==> config.mk <==
export PLATFORM = sky130hd
export DESIGN_NAME = pacdik_ctrl
export DESIGN_NICKNAME = d
export VERILOG_FILES = /design/src/design/pacdik_pkg.sv /design/src/design/pacdik_ctrl.sv
export SDC_FILE = /design/constraint.sdc
export NUM_CORES = 1
export LEC_CHECK = 0
export BUFFER_PORTS_ARGS = -buffer_cell sky130_fd_sc_hd__buf_4
export CORE_ASPECT_RATIO = 0.9
export CORE_UTILIZATION = 30
export CTS_CLUSTER_DIAMETER = 60
export DETAILED_ROUTE_END_ITERATION = 8
export PLACE_DENSITY = 0.48
export SLEW_MARGIN = 20
export SYNTH_ARGS = -nofsm -noshare
export SYNTH_HDL_FRONTEND = slang
export SYNTH_SLANG_ARGS = --single-unit
==> constraint.sdc <==
create_clock -name clk -period 1.9 [get_ports clk]
set_input_delay 0.19 -clock clk [delete_from_list [all_inputs] [get_ports clk]]
set_output_delay 0.19 -clock clk [all_outputs]
set_load 0.005 [all_outputs]
==> src/design/pacdik_pkg.sv <==
// Package for the planar arm inverse kinematics block: types, constants, sine table.
// No dependencies.
`default_nettype none
package pacdik_pkg;
    localparam int DEGREE_STEPS_DEF       = 360;
    localparam int COORD_FRAC_BITS_DEF    = 12;
    localparam int SEARCH_ANGLE_WIDTH_DEF = 12;
    localparam int LINK_W   = 14;
    localparam int COORD_W  = 16;
    localparam int ANG_W    = 10;
    localparam int SINE_BITS = 14;
    localparam int SIN_W    = 16;
    localparam int PROD_W   = LINK_W + SIN_W + 1;
    localparam int SUM_W    = PROD_W + 2;
    localparam int SQ_W     = 2 * SUM_W;
    localparam int DIST_W   = SQ_W + 1;
    localparam int MAX_SW   = 16;

    localparam logic [1:0] REG_UPPER  = 2'd0;
    localparam logic [1:0] REG_MIDDLE = 2'd1;
    localparam logic [1:0] REG_TIP    = 2'd2;
    localparam logic ACT_SEEK = 1'b0;
    localparam logic ACT_JOG  = 1'b1;

    // Datapath operations
    typedef enum logic [3:0] {
        OP_NONE, OP_LOAD, OP_INIT, OP_EVAL_BASE, OP_TRY_UP, OP_TRY_DN,
        OP_EVAL, OP_UNDO, OP_COMMIT, OP_ROUND, OP_FINISH, OP_JOG, OP_JOG_FK
    } dp_op_t;

    typedef enum logic [3:0] {
        ST_IDLE, ST_INIT, ST_BASE, ST_BASE_W, ST_UP, ST_UP_W, ST_UP_CHK,
        ST_DN, ST_DN_W, ST_DN_CHK, ST_NEXTJ, ST_FIN, ST_JOG, ST_JOG_W, ST_JOG_EV,
        ST_OUT
    } ctl_state_t;

    typedef struct packed {
        dp_op_t     op;
        logic [1:0] joint;
        logic       eval_start;
    } dp_cmd_t;

    typedef struct packed {
        logic eval_done;
        logic improved;
        logic at_max;
        logic at_min;
        logic gained;
    } dp_status_t;

    typedef struct packed {
        logic [ANG_W-1:0]   shoulder_angle;
        logic [ANG_W-1:0]   elbow_angle;
        logic [ANG_W-1:0]   wrist_angle;
        logic [COORD_W-1:0] tip_x;
        logic [COORD_W-1:0] tip_y;
        logic               saturated;
    } result_t;

    typedef struct packed {
        logic               action;
        logic [COORD_W-1:0] target_x;
        logic [COORD_W-1:0] target_y;
        logic [1:0]         joint_select;
        logic               jog_down;
    } item_t;

    // round(16384*sin(k deg)), k = 0..90
    function automatic logic [14:0] quarter_sine(input logic [6:0] k);
        logic [14:0] t [0:90];
        t = '{15'd0, 15'd286, 15'd572, 15'd857, 15'd1143, 15'd1428, 15'd1713,
              15'd1997, 15'd2280, 15'd2563, 15'd2845, 15'd3126, 15'd3406,
              15'd3686, 15'd3964, 15'd4240, 15'd4516, 15'd4790, 15'd5063,
              15'd5334, 15'd5604, 15'd5871, 15'd6138, 15'd6402, 15'd6664,
              15'd6924, 15'd7182, 15'd7438, 15'd7692, 15'd7943, 15'd8192,
              15'd8438, 15'd8682, 15'd8923, 15'd9162, 15'd9397, 15'd9630,
              15'd9860, 15'd10087, 15'd10311, 15'd10531, 15'd10749, 15'd10963,
              15'd11174, 15'd11381, 15'd11585, 15'd11786, 15'd11982, 15'd12176,
              15'd12365, 15'd12551, 15'd12733, 15'd12911, 15'd13085, 15'd13255,
              15'd13421, 15'd13583, 15'd13741, 15'd13894, 15'd14044, 15'd14189,
              15'd14330, 15'd14466, 15'd14598, 15'd14726, 15'd14849, 15'd14968,
              15'd15082, 15'd15191, 15'd15296, 15'd15396, 15'd15491, 15'd15582,
              15'd15668, 15'd15749, 15'd15826, 15'd15897, 15'd15964, 15'd16026,
              15'd16083, 15'd16135, 15'd16182, 15'd16225, 15'd16262, 15'd16294,
              15'd16322, 15'd16344, 15'd16362, 15'd16374, 15'd16382, 15'd16384};
        if (k > 7'd90)
            return 15'd0;
        return t[k];
    endfunction

    // Sine of an angle already reduced to 0..359
    function automatic logic signed [SIN_W-1:0] sine_red(input logic [8:0] r);
        logic [14:0] q;
        logic        neg;
        if (r <= 9'd90) begin q = quarter_sine(r[6:0]); neg = 1'b0; end
        else if (r <= 9'd180) begin q = quarter_sine(7'(9'd180 - r)); neg = 1'b0; end
        else if (r <= 9'd270) begin q = quarter_sine(7'(r - 9'd180)); neg = 1'b1; end
        else begin q = quarter_sine(7'(9'd360 - r)); neg = 1'b1; end
        return neg ? -$signed({1'b0, q}) : $signed({1'b0, q});
    endfunction
endpackage
`default_nettype wire

==> src/design/pacdik_ctrl.sv <==
// Controller state machine for seek and jog sequencing.
// Depends on pacdik_pkg.
`default_nettype none
module pacdik_ctrl (
    input  wire logic                 clk,
    input  wire logic                 rst_n,
    input  wire logic                 in_valid,
    output logic                      in_ready,
    input  wire logic                 action,
    output logic                      out_load,
    input  wire logic                 out_busy,
    output pacdik_pkg::dp_cmd_t       cmd,
    input  wire pacdik_pkg::dp_status_t status
);
    pacdik_pkg::ctl_state_t state_reg, state_next;
    logic [1:0] joint_reg, joint_next;

    always_ff @(posedge clk or negedge rst_n)
    begin
        if (!rst_n)
        begin
            state_reg <= pacdik_pkg::ST_IDLE;
            joint_reg <= 2'd2;
        end
        else
        begin
            state_reg <= state_next;
            joint_reg <= joint_next;
        end
    end

    always_comb
    begin
        state_next = state_reg;
        joint_next = joint_reg;
        in_ready = 1'b0;
        out_load = 1'b0;
        cmd.op = pacdik_pkg::OP_NONE;
        cmd.joint = joint_reg;
        cmd.eval_start = 1'b0;
        unique case (state_reg)
            pacdik_pkg::ST_IDLE:
            begin
                in_ready = 1'b1;
                if (in_valid)
                begin
                    cmd.op = pacdik_pkg::OP_LOAD;
                    state_next = (action == pacdik_pkg::ACT_JOG) ?
                        pacdik_pkg::ST_JOG : pacdik_pkg::ST_INIT;
                end
            end
            pacdik_pkg::ST_INIT:
            begin
                cmd.op = pacdik_pkg::OP_INIT;
                joint_next = 2'd2;
                state_next = pacdik_pkg::ST_BASE;
            end
            pacdik_pkg::ST_BASE:
            begin
                cmd.op = pacdik_pkg::OP_EVAL_BASE;
                cmd.eval_start = 1'b1;
                state_next = pacdik_pkg::ST_BASE_W;
            end
            pacdik_pkg::ST_BASE_W:
            begin
                if (status.eval_done)
                begin
                    cmd.op = pacdik_pkg::OP_ROUND;
                    state_next = pacdik_pkg::ST_UP;
                end
            end
            pacdik_pkg::ST_UP:
            begin
                if (status.at_max)
                begin
                    cmd.op = pacdik_pkg::OP_TRY_UP;
                    state_next = pacdik_pkg::ST_DN;
                end
                else
                begin
                    cmd.op = pacdik_pkg::OP_TRY_UP;
                    cmd.eval_start = 1'b1;
                    state_next = pacdik_pkg::ST_UP_W;
                end
            end
            pacdik_pkg::ST_UP_W:
                if (status.eval_done)
                    state_next = pacdik_pkg::ST_UP_CHK;
            pacdik_pkg::ST_UP_CHK:
            begin
                if (status.improved)
                begin
                    cmd.op = pacdik_pkg::OP_COMMIT;
                    state_next = pacdik_pkg::ST_UP;
                end
                else
                begin
                    cmd.op = pacdik_pkg::OP_UNDO;
                    state_next = pacdik_pkg::ST_DN;
                end
            end
            pacdik_pkg::ST_DN:
            begin
                if (status.at_min)
                begin
                    cmd.op = pacdik_pkg::OP_TRY_DN;
                    state_next = pacdik_pkg::ST_NEXTJ;
                end
                else
                begin
                    cmd.op = pacdik_pkg::OP_TRY_DN;
                    cmd.eval_start = 1'b1;
                    state_next = pacdik_pkg::ST_DN_W;
                end
            end
            pacdik_pkg::ST_DN_W:
                if (status.eval_done)
                    state_next = pacdik_pkg::ST_DN_CHK;
            pacdik_pkg::ST_DN_CHK:
            begin
                if (status.improved)
                begin
                    cmd.op = pacdik_pkg::OP_COMMIT;
                    state_next = pacdik_pkg::ST_UP;
                end
                else
                begin
                    cmd.op = pacdik_pkg::OP_UNDO;
                    state_next = pacdik_pkg::ST_NEXTJ;
                end
            end
            pacdik_pkg::ST_NEXTJ:
            begin
                if (joint_reg != 2'd0)
                begin
                    joint_next = joint_reg - 2'd1;
                    state_next = pacdik_pkg::ST_UP;
                end
                else if (status.gained)
                begin
                    cmd.op = pacdik_pkg::OP_ROUND;
                    joint_next = 2'd2;
                    state_next = pacdik_pkg::ST_UP;
                end
                else
                    state_next = pacdik_pkg::ST_FIN;
            end
            pacdik_pkg::ST_FIN:
            begin
                cmd.op = pacdik_pkg::OP_FINISH;
                state_next = pacdik_pkg::ST_OUT;
            end
            pacdik_pkg::ST_JOG:
            begin
                cmd.op = pacdik_pkg::OP_JOG;
                state_next = pacdik_pkg::ST_JOG_W;
            end
            pacdik_pkg::ST_JOG_W:
            begin
                cmd.op = pacdik_pkg::OP_JOG_FK;
                cmd.eval_start = 1'b1;
                state_next = pacdik_pkg::ST_JOG_EV;
            end
            pacdik_pkg::ST_JOG_EV:
            begin
                // wait for the forward-kinematics tip
                if (status.eval_done)
                    state_next = pacdik_pkg::ST_OUT;
            end
            pacdik_pkg::ST_OUT:
            begin
                // wait for a free output register
                if (!out_busy)
                begin
                    out_load = 1'b1;
                    state_next = pacdik_pkg::ST_IDLE;
                end
            end
            default: state_next = pacdik_pkg::ST_IDLE;
        endcase
    end
endmodule
`default_nettype wire

---- Word-level counts from Yosys, hierarchy flattened ----
Cells that the tools add are included.
word-level totals
  output and inout port bits .............. 9
  bits of input ports ..................... 10
  flip-flop bits (word level) ............. 6
  word-level logic and storage cells ...... 61
cells by class
  muxes and demuxes ....................... 29
  eq/ne operators ......................... 22
  add/sub/neg operators ................... 1
  reduce and logical (&&, ||, !) cells .... 7
operators by type and width
  cell                   number
  $pmux W4 S16           1
  $mux W4                14
  $pmux W4 S11           1
  $eq A4 B4 Y1 const B   8
  $eq A4 B3 Y1 const B   4
  $ne A2 B2 Y1 const B   6
  $mux W2                5
  $eq A4 B2 Y1 const B   2
  $mux W1                6
  $reduce_and A6 Y1      1
  $eq A4 B1 Y1 const B   1
  $logic_not A4 Y1       1
  $pmux W2 S2            1
  $reduce_bool A2 Y1     2
  $reduce_or A2 Y1       2
  $ne A3 B3 Y1 const B   1
  $pmux W1 S3            1
  $reduce_and A2 Y1      1
  $sub A2 B1 Y2 const B  1

---- Logic depth before layout (Yosys ltp) ----
  depth in word-level cells ............... 3
  mapped depth ............................ 7
  depth with buffers taken out ............ 7

---- Worst setup path after synthesis ----
Ideal clock, no wire load.
  path type ............................... reg-to-reg
  start point ............................. reg joint_reg[1]
  end point ............................... reg state_reg[1]
  data required time ...................... 1.773 ns
  setup time .............................. 0.127 ns
  buffers on the path ..................... 0
  stages on the path, launching flop included .. 8
  slack ................................... 0.173 ns
  period minus slack after synthesis ...... 1.727 ns
  data arrival time ....................... 1.599 ns
  cells stage by stage .................... dfstp_2 > inv_1 > ha_1 > nor2b_1 > o21ai_0 > a21oi_1 > a211o_1 > mux2_1
on the way
  longest elaborated chain between the ends .. 3
RTL lines
  element                 line                source
  from (decl)             pacdik_ctrl.sv:16   logic [1:0] joint_reg, joint_next;
  from (signal assigned)  pacdik_ctrl.sv:28   joint_reg <= joint_next;
  $reduce_bool A2 Y1      pacdik_ctrl.sv:134  if (joint_reg != 2'd0)
  $mux W4                 pacdik_ctrl.sv:134
  $pmux W4 S16            pacdik_ctrl.sv:41   unique case (state_reg)
  to (signal assigned)    pacdik_ctrl.sv:22   state_reg <= pacdik_pkg::ST_IDLE;
  to (signal assigned)    pacdik_ctrl.sv:27   state_reg <= state_next;
  to (decl)               pacdik_ctrl.sv:15   pacdik_pkg::ctl_state_t state_reg, state_next;
Every way passes these cells.
A chain may end at the register's enable or synchronous reset.

==> summary.txt <==
root buf cell: clkbuf_4
RSZ-0062 raised after global routing: true
Worst Path Required: 1.71 ns
shortest period the worst path allows: 1.87 ns
crit path DAT: 1.68 ns
#FFs+latches synth: 6
CTS tree: built
grt ovf: 0
hold crit path type: in -> async
placed cell area: 0.00106 sq mm
via count: 968
syn_nets: 131
number of iterations in the first detailed-routing pass: 6
Max H-tree Level: 1
vias per std cell: 5.47
row cnt: 17
CP delay by family, top: flip-flops
failing checks: DRC
I/O pin count: 19
Yosys top cell area share: 15.1%
total core area: 0.00253 sq mm
Synth async-reset ratio: 100%
Synth Warn #: 0
commonest cells in the netlist: 13 x a21oi_1, 10 x nor2_1, 8 x nor2b_1, 8 x o21ai_0
outcome: finished, violations left
Starting Density: 32.7%
mapped cell area: 827 sq um
vias in the first global route: 897
max-cap violation count: 0
crit path kind: reg -> out
Slew HR: 74.6%
Final Hold Violating Endpoints: 0
ratio of final minimum period to clock period: 98.2%
Least-Margin Pin Slew: 0.380 ns
skew final: 0.00838 ns
Routed WL: 2460 um
Main synth FF type: dfrtp_1
Setup crit start kind: flop
global placement routability congestion: 0.798
Synth area leaders: dfrtp_1 15%, a21oi_1 7.9%, nor2b_1 6.1%, o21ai_0 4.8%, nor2_1 4.5%
cell area power density: 1680 mW/mm^2
Area Overhead vs Synth: 38.0%
initial drt markers: 20
Worst Path Buf+Inv: 2
Post-DRT Antenna Nets: 0
layout cells sized above 1: 35.6%
FMAX: 0.536 GHz
syn_area_per_cell: 6.95 sq um
Die X: 57.3 um
cts bufs inserted: 3
Critical-path top delay cell: dfstp_2
clock buffer depth: 2
Post-Layout Inst Area: 0.00114 sq mm
chip height: 51.8 um
CTS clk-pin slew, worst paths: 0.05 ns
Peak VDD IR: 0.673 mV
Slew Limit Fails: 0
Lkg Pwr: 0.501 nW
initial antenna violation count: 0
EDFF count, synth: 0
routed length per placed instance: 13.9 um
largest net degree at the start of global routing: 18
synthesized instance count: 119
GR Util All Layers: 17.8%
port bufs: 18
worst path cell trace: inv_2 -> ha_4 -> a32oi_2 -> nor2_1 -> a22oi_1 -> o21ai_1 -> buf_4
most common cell in the netlist: a21oi_1
dpl hpwl: 1840 um
Max stage delay on crit path: 0.55 ns
clock tree sinks: 6
flip-flop count of the largest register after layout: 4
cell taking the most area after synthesis: dfrtp_1
Worst Setup End Kind: output port
fin nets: 162
Worst-Skew Late Latency: 0.25 ns
CP Max Fanout: 4
Inserted Diodes: 0
Distinct cells, synth: 41
first-pass GRT wire length: 4110 um
final-report setup violation count: 0
sequential area share after synthesis: 18.3%
Hold WS: 0.286 ns
# DRC: 2
die area: 0.00297 sq mm
## timing repair
item / CTS / global route
buffers inserted: 0 / 2
setup endpoints to repair: 3 / 5
hold endpoints to repair: 6 / 0
pin swaps: 1 / 3
hold buffers: 1 / 0
gates resized for setup: 2 / 8
## layout by cell type, fill, tap and decap left out, types with 3 or more instances in the layout
cell type  instances
a21oi_1           13
buf_4             37
clkbuf_4           3
dfrtp_2            4
inv_2              3
nand2_1            7
nand2b_1           4
nand3_1            7
nor2_1            10
nor2b_1            8
o21ai_0            7
o21ai_1            7
## cell families (layout without fill, tap and decap cells)
family          count (synthesis)  in the layout  synth area share, %
fa+ha+maj                       2              2                 3.03
mux                             4              4                 5.14
compound gates                 46             46                 36.2
xor+xnor                        1              1                 1.06
buf+inv                        17             47                 9.83
simple gates                   43             43                 26.5
flops                           6              6                 18.3
## stage by stage
step | setup WS [ns] | setup TNS (ns) | power, mW | utilization (%) | instances
global route | -0.0740 | -0.105 | 2.11 | 45.1 | 177
finish | 0.0339 | 0 | 1.92 | 45.1 | 177
floorplan | 0.173 | 0 | 1.19 | - | 119
CTS | -0.0393 | -0.0494 | 1.87 | 43.5 | 175
detailed placement | 0.110 | 0 | 1.72 | 42.0 | 170
global placement | 0.124 | 0 | 1.73 | 42.0 | 170
## layout make-up
cell class	count	area (sq um)
multi-input cells	96	617
well taps	28	35.0
fillers	253	1390
repair buffers	38	288
inverters	5	18.8
flip-flops and latches	6	156
clock buffers	4	26.3
## power breakdown
part,internal (mW),leakage [nW],switching [mW],total [mW]
clock,0.0796,0.0150,0.0472,0.127
sequential,0.193,0.0677,0.148,0.341
combinational,0.762,0.418,0.689,1.45
total,1.03,0.501,0.884,1.92
## final timing paths
path / endpoint / slack, ns / cells past startpoint / from
max: cmd[3] / 0.03 / 7 / joint_reg[1]
min: state_reg[2] / 0.29 / 2 / rst_n
max reg2reg: state_reg[1] / 0.18 / 7 / joint_reg[1]
min reg2reg: joint_reg[1] / 0.54 / 2 / joint_reg[1]
max in group asynchronous: joint_reg[1] / 1.40 / 2 / rst_n
min in group clk: state_reg[1] / 0.45 / 3 / status[4]
## routing by layer
metal	routed length (um)	global-route usage, %	up-vias
li1	-	-	498
met5	0	0	-
met3	140	1.74	2
met1	1210	26.4	436
met2	1100	27.1	32
met4	13	4.88	0
(Power assumes the default switching activity.)
